--- config.mk ---
export PLATFORM = sky130hd
export DESIGN_NAME = icmp_message_check_core
export DESIGN_NICKNAME = d
export VERILOG_FILES = /design/src/icmc_pkg.sv /design/src/icmp_message_check_core.sv
export SDC_FILE = /design/constraint.sdc
export NUM_CORES = 1
export LEC_CHECK = 0
export ABC_AREA = 1
export BUFFER_PORTS_ARGS = -buffer_cell sky130_fd_sc_hd__buf_4
export CAP_MARGIN = 15
export CORE_ASPECT_RATIO = 0.5
export CORE_MARGIN = 2
export CORE_UTILIZATION = 55
export CTS_CLUSTER_DIAMETER = 40
export CTS_CLUSTER_SIZE = 10
export DETAILED_ROUTE_END_ITERATION = 8
export GPL_ROUTABILITY_DRIVEN = 1
export GPL_TIMING_DRIVEN = 0
export MAX_ROUTING_LAYER = met4
export PLACE_DENSITY = 0.83
export SLEW_MARGIN = 20
export SYNTH_ARGS = -nofsm -noshare
export SYNTH_HDL_FRONTEND = slang
export SYNTH_SLANG_ARGS = --single-unit
--- constraint.sdc ---
create_clock -name clock -period 5.53 [get_ports clock]
set_input_delay 0.2765 -clock clock [delete_from_list [all_inputs] [get_ports clock]]
set_output_delay 0.2765 -clock clock [all_outputs]
set_load 0.05 [all_outputs]
--- src/icmc_pkg.sv ---
`timescale 1ns / 1ps

package icmc_pkg;

   localparam logic [15:0] MAX_MESSAGE_BYTES = 16'hFFFF;
   localparam logic [15:0] HEADER_BYTES      = 16'd8;

   // header type values
   localparam logic [7:0] TYPE_ECHO_REPLY   = 8'd0;
   localparam logic [7:0] TYPE_UNREACHABLE  = 8'd3;
   localparam logic [7:0] TYPE_ECHO_REQUEST = 8'd8;

   // header byte positions
   localparam logic [2:0] POS_TYPE      = 3'd0;
   localparam logic [2:0] POS_CODE      = 3'd1;
   localparam logic [2:0] POS_CSUM_HI   = 3'd2;
   localparam logic [2:0] POS_CSUM_LO   = 3'd3;
   localparam logic [2:0] POS_FIRST_HI  = 3'd4;
   localparam logic [2:0] POS_FIRST_LO  = 3'd5;
   localparam logic [2:0] POS_SECOND_HI = 3'd6;
   localparam logic [2:0] POS_SECOND_LO = 3'd7;

   localparam logic [1:0] KIND_ECHO_REPLY   = 2'd0;
   localparam logic [1:0] KIND_UNREACHABLE  = 2'd1;
   localparam logic [1:0] KIND_ECHO_REQUEST = 2'd2;
   localparam logic [1:0] KIND_OTHER        = 2'd3;

   localparam logic [2:0] VERDICT_OK        = 3'd0;
   localparam logic [2:0] VERDICT_SHORT     = 3'd1;
   localparam logic [2:0] VERDICT_BAD_TYPE  = 3'd2;
   localparam logic [2:0] VERDICT_BAD_CODE  = 3'd3;
   localparam logic [2:0] VERDICT_BAD_SUM   = 3'd4;

   typedef struct packed {
      logic [7:0] data_byte;
      logic       last_byte;
   } icmc_req_type;

   typedef struct packed {
      logic [1:0]  message_kind;
      logic [7:0]  message_code;
      logic [15:0] first_word;
      logic [15:0] second_word;
      logic [15:0] message_length;
      logic [2:0]  verdict;
   } icmc_rsp_type;

endpackage

--- src/icmp_message_check_core.sv ---
`timescale 1ns / 1ps

// channel | ports                        | beat
// --------+------------------------------+------------------------------------
// request | req_valid req_ready req_data | one message byte, last_byte marks end
// result  | rsp_valid rsp_ready rsp_data | one verdict per message
//
// one byte a cycle: a byte pair or odd tail byte takes one add-and-fold into the
// running sum; each beat feeds header capture; the last one loads the output.
// a two-deep output (result register plus skid) lets bytes keep flowing while a
// result waits; req_ready drops only when both output slots hold results.
// reset is synchronous and clears all message state and both output slots.

module icmp_message_check_core (
   input  logic                  clock,
   input  logic                  reset,
   input  logic                  req_valid,
   output logic                  req_ready,
   input  icmc_pkg::icmc_req_type req_data,
   output logic                  rsp_valid,
   input  logic                  rsp_ready,
   output icmc_pkg::icmc_rsp_type rsp_data
);
   import icmc_pkg::*;

   logic [15:0] count_ff, count_in;
   logic [15:0] sum_ff, sum_in;
   logic [7:0]  pending_ff, pending_in;
   logic        half_ff, half_in;
   logic [7:0]  type_ff, type_in;
   logic [7:0]  code_ff, code_in;
   logic [15:0] csum_ff, csum_in;
   logic [15:0] first_ff, first_in;
   logic [15:0] second_ff, second_in;

   logic         out_valid_ff, out_valid_in;
   icmc_rsp_type out_ff, out_in;
   logic         skid_valid_ff, skid_valid_in;
   icmc_rsp_type skid_ff, skid_in;

   logic         accept;
   logic         push;
   logic         pop;
   logic         in_header;
   logic [2:0]   pos;
   logic [7:0]   sum_byte;
   logic         do_add;
   logic [15:0]  add_word;
   logic [16:0]  raw_sum;
   logic [15:0]  folded;
   logic [15:0]  next_count;
   logic [15:0]  next_sum;
   logic [7:0]   next_type;
   logic [7:0]   next_code;
   logic [15:0]  next_csum;
   logic [15:0]  next_first;
   logic [15:0]  next_second;
   logic [1:0]   kind;
   logic [2:0]   verdict;
   icmc_rsp_type result;

   assign req_ready = !skid_valid_ff;
   assign accept    = req_valid && req_ready;
   assign push      = accept && req_data.last_byte;
   assign pop       = out_valid_ff && rsp_ready;
   assign rsp_valid = out_valid_ff;
   assign rsp_data  = out_ff;

   assign in_header = (count_ff < HEADER_BYTES);
   assign pos       = count_ff[2:0];
   // checksum field counts as zero in the sum
   assign sum_byte  = (in_header && (pos == POS_CSUM_HI || pos == POS_CSUM_LO)) ?
                      8'h00 : req_data.data_byte;

   always_comb begin
      do_add   = 1'b0;
      add_word = 16'h0000;
      if (half_ff) begin
         do_add   = 1'b1;
         add_word = {pending_ff, sum_byte};
      end else if (req_data.last_byte) begin
         // odd tail byte padded with a zero low byte
         do_add   = 1'b1;
         add_word = {sum_byte, 8'h00};
      end
   end

   assign raw_sum = {1'b0, sum_ff} + {1'b0, add_word};
   assign folded  = raw_sum[15:0] + {15'd0, raw_sum[16]};
   assign next_sum = do_add ? folded : sum_ff;

   assign next_count = (count_ff == MAX_MESSAGE_BYTES) ? count_ff : count_ff + 16'd1;

   always_comb begin
      next_type   = type_ff;
      next_code   = code_ff;
      next_csum   = csum_ff;
      next_first  = first_ff;
      next_second = second_ff;
      if (in_header) begin
         case (pos)
            POS_TYPE:      next_type          = req_data.data_byte;
            POS_CODE:      next_code          = req_data.data_byte;
            POS_CSUM_HI:   next_csum[15:8]    = req_data.data_byte;
            POS_CSUM_LO:   next_csum[7:0]     = req_data.data_byte;
            POS_FIRST_HI:  next_first[15:8]   = req_data.data_byte;
            POS_FIRST_LO:  next_first[7:0]    = req_data.data_byte;
            POS_SECOND_HI: next_second[15:8]  = req_data.data_byte;
            POS_SECOND_LO: next_second[7:0]   = req_data.data_byte;
            default: ;
         endcase
      end
   end

   always_comb begin
      case (next_type)
         TYPE_ECHO_REPLY:   kind = KIND_ECHO_REPLY;
         TYPE_UNREACHABLE:  kind = KIND_UNREACHABLE;
         TYPE_ECHO_REQUEST: kind = KIND_ECHO_REQUEST;
         default:           kind = KIND_OTHER;
      endcase

      if (next_count < HEADER_BYTES) begin
         verdict = VERDICT_SHORT;
      end else if (kind == KIND_OTHER) begin
         verdict = VERDICT_BAD_TYPE;
      end else if (kind != KIND_UNREACHABLE && next_code != 8'h00) begin
         verdict = VERDICT_BAD_CODE;
      end else if (~next_sum != next_csum) begin
         verdict = VERDICT_BAD_SUM;
      end else begin
         verdict = VERDICT_OK;
      end

      result.message_kind   = kind;
      result.message_code   = next_code;
      result.first_word     = next_first;
      result.second_word    = next_second;
      result.message_length = next_count;
      result.verdict        = verdict;
   end

   always_comb begin
      count_in   = count_ff;
      sum_in     = sum_ff;
      pending_in = pending_ff;
      half_in    = half_ff;
      type_in    = type_ff;
      code_in    = code_ff;
      csum_in    = csum_ff;
      first_in   = first_ff;
      second_in  = second_ff;
      if (push) begin
         // message done, start the next one from zero
         count_in   = 16'd0;
         sum_in     = 16'd0;
         pending_in = 8'd0;
         half_in    = 1'b0;
         type_in    = 8'd0;
         code_in    = 8'd0;
         csum_in    = 16'd0;
         first_in   = 16'd0;
         second_in  = 16'd0;
      end else if (accept) begin
         count_in   = next_count;
         sum_in     = next_sum;
         pending_in = half_ff ? pending_ff : sum_byte;
         half_in    = !half_ff;
         type_in    = next_type;
         code_in    = next_code;
         csum_in    = next_csum;
         first_in   = next_first;
         second_in  = next_second;
      end
   end

   always_comb begin
      out_valid_in  = out_valid_ff;
      out_in        = out_ff;
      skid_valid_in = skid_valid_ff;
      skid_in       = skid_ff;
      if (!out_valid_ff || pop) begin
         if (skid_valid_ff) begin
            out_valid_in  = 1'b1;
            out_in        = skid_ff;
            skid_valid_in = 1'b0;
         end else begin
            out_valid_in = push;
            out_in       = result;
         end
      end else if (push) begin
         skid_valid_in = 1'b1;
         skid_in       = result;
      end
   end

   always_ff @(posedge clock) begin
      if (reset) begin
         count_ff      <= 16'd0;
         sum_ff        <= 16'd0;
         pending_ff    <= 8'd0;
         half_ff       <= 1'b0;
         type_ff       <= 8'd0;
         code_ff       <= 8'd0;
         csum_ff       <= 16'd0;
         first_ff      <= 16'd0;
         second_ff     <= 16'd0;
         out_valid_ff  <= 1'b0;
         skid_valid_ff <= 1'b0;
      end else begin
         count_ff      <= count_in;
         sum_ff        <= sum_in;
         pending_ff    <= pending_in;
         half_ff       <= half_in;
         type_ff       <= type_in;
         code_ff       <= code_in;
         csum_ff       <= csum_in;
         first_ff      <= first_in;
         second_ff     <= second_in;
         out_valid_ff  <= out_valid_in;
         skid_valid_ff <= skid_valid_in;
      end
   end

   always_ff @(posedge clock) begin
      out_ff  <= out_in;
      skid_ff <= skid_in;
   end

endmodule

Yosys cells after proc, flatten, opt, wreduce, memory -nomap -nowiden
Cells that the tools add are included.
Storage, ports and cells
  logic and storage cells: 88
  flip-flop bits (word level): 229
  output and inout port bits: 63
Operators by class
  $lt $le $gt $ge: 2
  add/subtract/negate cells: 3
  multiplexer cells: 27
  bitwise gates (word level): 3
  equal/unequal tests: 13
  reduce and logical (&&, ||, !) cells: 17
Operators by type and width (count)
  $mux W16: 7
  $mux W8: 11
  $mux W61: 1
  $lt A16 B4 Y1 const B: 2
  $add A16 B16 Y17: 1
  $add A16 B1 Y16: 1
  $add A16 B1 Y16 const B: 1
  $eq A16 B16 Y1 const B: 1
  $ne A16 B16 Y1: 1
  $not A16 Y16: 1
  $eq A3 B3 Y1 const B: 4
  $mux W3: 4
  $eq A8 B2 Y1 const B: 1
  $eq A8 B4 Y1 const B: 1
  $logic_not A8 Y1: 1
  $reduce_bool A8 Y1: 1
  $eq A3 B2 Y1 const B: 2
  $pmux W2 S3: 1
  $logic_and A1 B1 Y1: 5
  $reduce_and A2 Y1: 2
  $reduce_or A2 Y1: 2
  $eq A3 B1 Y1 const B: 1
  $logic_not A1 Y1: 3
  $logic_not A3 Y1: 1
  other kinds (5): 9

Logic depth before layout (Yosys ltp)
Gate-level depths: netlist of run 1.
  depth in word-level cells: 16
  depth in mapped cells: 38
  mapped depth without buffers: 38

Worst setup path before layout of run 1
No wires, ideal clock.
  path kind: register to register
  start: register out_valid_ff (netlist: rsp_valid)
  end: register skid_ff[0] in the netlist's numbering, enable pin
  cell stages (with the launch flop): 3
  clock period less this slack: 5.370 ns
  setup time: 0.480 ns
  buffers on the path: 0
  slack: 0.160 ns
  arrival time: 4.889 ns
  data required time: 5.050 ns
  cell sequence: dfxtp_1 nand2_1 nor2_1
Between the ends
  cells in the longest elaborated chain, start to end: 4
  elaborated cells between the ends (all ways): 5
  classes of those cells: 1 x bitwise; 4 x reduce/logical
Ends and longest elaborated chain
  start: declaration: line icmp_message_check_core.sv:36  | logic out_valid_ff, out_valid_in;
  start signal: assignment: line icmp_message_check_core.sv:220  | out_valid_ff <= out_valid_in;
  $logic_not A1 Y1 / $logic_and A1 B1 Y1 (equally long branches): line icmp_message_check_core.sv:182, icmp_message_check_core.sv:65
  $logic_or A1 B1 Y1 (*): line icmp_message_check_core.sv:182  | if (!out_valid_ff || pop) begin
  $not A1 Y1 (no line) (*)
  $reduce_and A2 Y1 (no line) (*)
  end signal: assignment: line icmp_message_check_core.sv:227  | skid_ff <= skid_in;
  end: declaration: line icmp_message_check_core.sv:39  | icmc_rsp_type skid_ff, skid_in;
Mark *: on every way between the ends. The rest lies on a longest branch, timed or not.
A chain may end at the register's enable or synchronous reset.

Worst setup path after layout of run 1
  start: register count_ff[10]
  end: register out_ff (netlist bit rsp_data[2]) (data pin)
Between the ends
  cells in the longest elaborated chain, start to end: 15
  elaborated cells between the ends (all ways): 30
  classes of those cells: 3 x add/sub; 2 x order compare; 6 x eq/ne; 14 x mux; 1 x bitwise; 4 x reduce/logical
Ends and longest elaborated chain
  start: declaration: line icmp_message_check_core.sv:26  | logic [15:0] count_ff, count_in;
  start signal: assignment: line icmp_message_check_core.sv:211  | count_ff <= count_in;
  $lt A16 B4 Y1: line icmp_message_check_core.sv:69  | assign in_header = (count_ff < HEADER_BYTES);
  $logic_and A1 B1 Y1: line icmp_message_check_core.sv:72  | assign sum_byte = (in_header && (pos == POS_CSUM_HI || pos == POS_CSUM_LO)) ?
  $mux W8: line icmp_message_check_core.sv:72
  $mux W16: line icmp_message_check_core.sv:81  | end else if (req_data.last_byte) begin
  $mux W16: line icmp_message_check_core.sv:78  | if (half_ff) begin
  $add A16 B16 Y17: line icmp_message_check_core.sv:88  | assign raw_sum = {1'b0, sum_ff} + {1'b0, add_word};
  $add A16 B1 Y16: line icmp_message_check_core.sv:89  | assign folded = raw_sum[15:0] + {15'd0, raw_sum[16]};
  $mux W16: line icmp_message_check_core.sv:90  | assign next_sum = do_add ? folded : sum_ff;
  $not A16 Y16: line icmp_message_check_core.sv:129  | end else if (~next_sum != next_csum) begin
  $ne A16 B16 Y1: line icmp_message_check_core.sv:129
  $mux W3: line icmp_message_check_core.sv:129
  $mux W3: line icmp_message_check_core.sv:127  | end else if (kind != KIND_UNREACHABLE && next_code != 8'h00) begin
  $mux W3: line icmp_message_check_core.sv:125  | end else if (kind == KIND_OTHER) begin
  $mux W3 (*): line icmp_message_check_core.sv:123  | if (next_count < HEADER_BYTES) begin
  $mux W61 (*): line icmp_message_check_core.sv:183  | if (skid_valid_ff) begin
  end signal: assignment: line icmp_message_check_core.sv:226  | out_ff <= out_in;
  end: declaration: line icmp_message_check_core.sv:37  | icmc_rsp_type out_ff, out_in;
Marks and branches as above.

==> qor.yml, run 1 <==
status: "complete, no violations"
rows: 37
ys_warn_count: 0
io_buffers: 75
place.gp.congestion: 0.930
p_per_area_nw_per_um2: 323
post-place-cells: 1910
setup-violations-final: 0
fmax_mhz: 190
setup_ws_ns: 0.260
slowest_stage: "dfxtp_2"
grt_first_pass_wirelength_mm: 49.6
htreeDepth: 1
crit_path_max_fanout: 6
final_util: 0.666
root_buffer: "clkbuf_16"
min_period_ns: 5.27
whs_ns: 0.151
drt_iter0_drc: 1104
regArea_um2: 5820
synthesis.nets: 1600
numCtsBuffers: 28
multi_input_area_um2: 5020
via_count: 10804
ant_nets: 0
synth_cells: 1559
arrival_ns: 5.54
drtPass1Iterations: 6
grt.total_usage: 0.284
fin_crit_sh: 0.953
cts.clk_slew.worst_paths_ns: 0.06
final_max_slew_viol_count: 0
clkSinkCount: 229
crit_top_cell: "nand2_1"
drcViolationCount: 0
place_ws_ns: -0.0697
insertion_delay_ns: 0.54
slowest_delay_ns: 0.36
synth.area.top_cells: "edfxtp_1, dfxtp_1, nand2_1"
grt_max_degree: 35
worst_slew_pin_slew_ns: 0.895
syn_area_um2: 11800
grt-ovfl-total: 0
max_cap_violations: 0
start_util: 0.569
core_area_um2: 20800
layout.cells.non_filler: 1970
antenna_found_initial: 0
finalSetupTns_ns: 0
die_h_um: 108
num_antenna_cells: 0
ios: 76
required_ns: 5.80
nNetsFinal: 1717
synth.avg_cell_area_um2: 7.60
vias_per_cell: 5.48
max-vdd-ir-drop_mv: 0.275
path_class: "reg2reg"
slew_headroom: 0.402
drive_gt1_frac: 0.104
p_leak_nw: 6.64
dieArea_um2: 22800
ys_seq_elements: 229
synth_top_area_cell: "edfxtp_1"
synth_top_area_frac: 0.309
start_kind: "register"
hp-class: "in2reg"
area_growth_syn_to_layout_pct: 17.1
cts_tree: "yes"
grt_pass1_vias: 9649
seq_area_frac_synth: 0.490
clock_skew_ns: 0.0195
end_kind: "register"
fillers: 1686
post_drt_wl_per_cell_um: 15.9
dpl.hpwl_mm: 21.8
yosysUniqueCellTypes: 44
hold_viol_final: 0
die_w_um: 212
wl_mm: 31.4
clock_path_buffers: 3
## flip-flops by register name, summed over array words and instances, names as in the netlist
name	count
skid_ff	61
half_ff	1
second_ff	16
first_ff	16
csum_ff	16
pending_ff	8
rsp_valid	1
sum_ff	16
rsp_data	61
type_ff	8
code_ff	8
skid_valid_ff	1
count_ff	16
## layer usage
| metal | part of all wire | track usage |
|---|---|---|
| met3 | 0.092 | 0.0353 |
| met1 | 0.43 | 0.392 |
| met2 | 0.45 | 0.443 |
| met5 | 0 | - |
| met4 | 0.027 | 0.0825 |
## report_power, final
part	switching, mW	internal, mW
Sequential	0.0492	1.90
Clock	0.688	1.04
Combinational	0.568	0.229
Total	1.31	3.17
## through the flow
step | instance area [um^2] | total power [mW]
floorplan | 11800 | 2.52
global placement | 12800 | 2.73
detailed placement | 12800 | 2.75
CTS | 13700 | 4.45
global route | 13900 | 4.63
finish | 13900 | 4.48
## Yosys cell counts, drive strengths merged
cell / instances
o21a: 3
fa: 1
inv: 235
o211ai: 9
nor3b: 4
clkinv: 2
edfxtp: 122
and2: 2
dfxtp: 107
nand3: 82
nor2: 128
a21oi: 88
ha: 27
buf: 10
xnor2: 2
nand2: 453
o21ai: 187
o31ai: 1
or2: 5
nand4: 9
nor4: 4
nor3: 9
a31oi: 4
o21bai: 2
nand3b: 6
xor2: 10
clkbuf: 47
## critical path: cells and delay by family, from the launching register on
| kind | cells | cell delay, ns |
|---|---|---|
| buf+inv | 4 | 0.54 |
| flops | 1 | 0.36 |
| fa+ha+maj | 3 | 0.77 |
| simple gates | 24 | 2.89 |
| compound gates | 3 | 0.43 |
## cells by family (layout without fill, tap and decap cells)
logic type,Yosys count,count (layout),synth area share
XOR/XNOR,12,12,0.00950
buffers and inverters,294,432,0.0940
flip-flops,229,229,0.490
AND/OR/NAND/NOR,702,702,0.248
adder cells (fa/ha/maj),28,28,0.0302
AO/OA/AOI/OAI,294,294,0.128
## final timing paths
| kind | startpoint | to | slack (ns) | cells after the start |
|---|---|---|---|---|
| worst max-delay path | count_ff[10] | rsp_data[2] | 0.26 | 34 |
| worst min-delay path | req_valid | skid_valid_ff | 0.15 | 3 |
| worst max register to register | count_ff[10] | rsp_data[2] | 0.26 | 34 |
| worst min register to register | type_ff[2] | type_ff[2] | 0.51 | 2 |
## cell usage in the layout (no fill, tap or decap), drive strengths merged, types with 10 or more instances in the layout
| cell type | netlist | routed |
|---|---|---|
| ha | 27 | 27 |
| buf | 10 | 97 |
| dfxtp | 107 | 107 |
| edfxtp | 122 | 122 |
| nor2 | 128 | 128 |
| a21oi | 88 | 88 |
| o21ai | 187 | 187 |
| nand2 | 453 | 453 |
| nand3 | 82 | 82 |
| xor2 | 10 | 10 |
| clkbuf | 47 | 93 |
| inv | 235 | 236 |
## area by class of cell
type | instances | area share
sequential | 229 | 0.419
multi-input combinational | 1036 | 0.362
inverter | 237 | 0.0644
clock buffer | 47 | 0.0585
timing repair buffer | 88 | 0.0516
tap | 273 | 0.0246
buffer | 56 | 0.0159
clock inverter | 4 | 0.00415
## what timing repair did
action                                  4_1_cts  5_1_grt
endpoints found under the hold margin         2        0
pin swaps                                     1        7
endpoints found under the setup margin        2        2
buffers inserted                              0        9
resized for setup                             2       28
hold buffers                                  1        0
(Power assumes the default switching activity.)
==> inputs of run 2 (changes only) <==
--- a/config.mk
+++ b/config.mk
@@ -10,14 +10,14 @@
 export CAP_MARGIN = 15
 export CORE_ASPECT_RATIO = 0.5
 export CORE_MARGIN = 2
-export CORE_UTILIZATION = 55
+export CORE_UTILIZATION = 33
 export CTS_CLUSTER_DIAMETER = 40
 export CTS_CLUSTER_SIZE = 10
 export DETAILED_ROUTE_END_ITERATION = 8
 export GPL_ROUTABILITY_DRIVEN = 1
 export GPL_TIMING_DRIVEN = 0
 export MAX_ROUTING_LAYER = met4
-export PLACE_DENSITY = 0.83
+export PLACE_DENSITY = 0.59
 export SLEW_MARGIN = 20
 export SYNTH_ARGS = -nofsm -noshare
 export SYNTH_HDL_FRONTEND = slang
==> qor.yml, run 2 (synthesis gave the netlist of run 1 again) <==
finalSetupTns_ns: 0  # unchanged
whs_ns: 0.122  # was 0.151 ns
layout_common_cells: "nand2_1, inv_1, o21ai_0, edfxtp_1, nor2_1"  # unchanged
critPathTopFamily: "simple AND/OR/NAND/NOR gates"  # unchanged
path_class: "reg2reg"  # unchanged
drcViolationCount: 0  # unchanged
io_buffers: 75  # unchanged
ios: 76  # unchanged
core_area_um2: 34900  # was 20800 um^2
clock_path_buffers: 3  # unchanged
drtPass1Iterations: 7  # was 6
path_buf_inv: 3  # was 4
slowest_delay_ns: 0.37  # was 0.36 ns
fin_crit_sh: 0.914  # was 0.953
grt_pass1_vias: 9415  # was 9649
htreeDepth: 2  # was 1
slowest_stage: "dfxtp_1"  # was dfxtp_2
wl_mm: 33.1  # was 31.4 mm
vias_per_cell: 4.74  # was 5.48
crit_path_max_fanout: 5  # was 6
hp-class: "in2reg"  # unchanged
highest_layer: "met4"  # unchanged
grt_first_pass_wirelength_mm: 51.3  # was 49.6 mm
ant_nets: 0  # unchanged
worst_r2r_path_depth: 37  # was 34
arrival_ns: 5.30  # was 5.54 ns
post_drt_wl_per_cell_um: 15.2  # was 15.9 um
crit_top_cell: "nand2_1"  # unchanged
insertion_delay_ns: 0.51  # was 0.54 ns
drt_iter0_drc: 935  # was 1104
place.gp.congestion: 0.878  # was 0.930
dieArea_um2: 37500  # was 22800 um^2
clock_skew_ns: 0.0166  # was 0.0195 ns
die_w_um: 272  # was 212 um
num_antenna_cells: 0  # unchanged
cts.clk_slew.worst_paths_ns: 0.06  # about the same
required_ns: 5.77  # was 5.80 ns
nNetsFinal: 1723  # was 1717
start_kind: "register"  # unchanged
hold_viol_final: 0  # unchanged
fmax_mhz: 198  # was 190 MHz
die_h_um: 138  # was 108 um
dpl.hpwl_mm: 24.0  # was 21.8 mm
max_cap_violations: 0  # unchanged
setup-violations-final: 0  # unchanged
clkSinkCount: 229  # unchanged
root_buffer: "clkbuf_16"  # unchanged
p_leak_nw: 6.78  # was 6.64 nW
grt_max_degree: 36  # was 35
final_max_slew_viol_count: 0  # unchanged
area_growth_syn_to_layout_pct: 21.6  # was 17.1%
wl_met3_mm: 1.73  # was 2.90 mm
path_depth: 37  # was 34
start_util: 0.340  # was 0.569
final_util: 0.413  # was 0.666
max-vdd-ir-drop_mv: 0.176  # was 0.275 mV
m1WireLength_mm: 16.5  # was 13.5 mm
grt-ovfl-total: 0  # unchanged
end_kind: "register"  # unchanged
hold_depth: 3  # unchanged
layout_commonest_cell: "nand2_1"  # unchanged
rows: 48  # was 37
slew_headroom: 0.329  # was 0.402
p_per_area_nw_per_um2: 344  # was 323 nW/um^2
cts_tree: "yes"  # unchanged
min_period_ns: 5.05  # was 5.27 ns
antenna_found_initial: 1  # was 0
status: "complete, no violations"  # unchanged
grt.total_usage: 0.179  # was 0.284
numCtsBuffers: 35  # was 28
worst_slew_pin_slew_ns: 1.00  # was 0.895 ns
drive_gt1_frac: 0.116  # was 0.104
wl_met2_mm: 14.2  # was 14.1 mm
via_count: 10341  # was 10.8k
==> run 2: cell types whose count changed in the layout (fill, tap and decap cells not counted), moves of 3 or more <==
cell	before	now
clkbuf_1	61	55
clkbuf_16	28	37
clkinv_2	1	4
dfxtp_4	0	3
ha_2	1	5
inv_6	0	4
==> run 2: area by class of cell <==
type,count,area [um^2]
multi-input combinational,1036,5000
clock inverter,13,159
tap,475,594
sequential,229,5830
clock buffer,50,1010
timing repair buffer,87,701
buffer,56,220
fill,3495,20500
inverter,237,891
==> run 2: where the power goes <==
| group | internal [mW] | switching, mW | total (mW) |
|---|---|---|---|
| registers | 1.90 | 0.0509 | 1.95 |
| logic | 0.228 | 0.566 | 0.794 |
| clock network | 1.42 | 0.792 | 2.22 |
==> run 2: path summary, 6_finish.rpt <==
path	startpoint	to	slack, ns
setup reg to reg	count_ff[4]	rsp_data[2]	0.48
setup / recovery	count_ff[4]	rsp_data[2]	0.48
hold / removal	req_valid	skid_valid_ff	0.12
hold reg to reg	csum_ff[13]	csum_ff[13]	0.50
==> run 2: timing repair <==
| item | 4_1_cts | 5_1_grt |
|---|---|---|
| pin swaps | 1 | 11 |
| hold endpoints to repair | 2 | 0 |
| hold buffers | 1 | 0 |
| setup endpoints to repair | 2 | 3 |
| setup buffers | 1 | 7 |
| gates resized for setup | 3 | 31 |
==> run 2: worst reg2reg max path, delay by kind of cell, from the launching register on <==
family,cells,cell delay (ns)
adders and majority gates,3,0.79
AOI/OAI and AO/OA,2,0.27
and+or+nand+nor,29,3.08
buffers and inverters,3,0.29
DFF,1,0.37
==> run 2: metal layers <==
metal | up-vias | global-route usage
li1 | 5300 | -
met4 | 0 | 0.0446
met2 | 223 | 0.270
met5 | - | -
met3 | 45 | 0.0256
met1 | 4773 | 0.255
==> run 2: stage by stage <==
stage               setup slack [ns]  power, mW  instances  cell area (um^2)
floorplan                      0.160       2.52       1559             11800
global placement               -1.82       2.76       2109             13000
detailed placement            -0.212       2.76       2112             13100
CTS                           0.0120       4.99       2177             14300
global route                 -0.0170       5.15       2183             14400
finish                         0.475       4.96       2183             14400
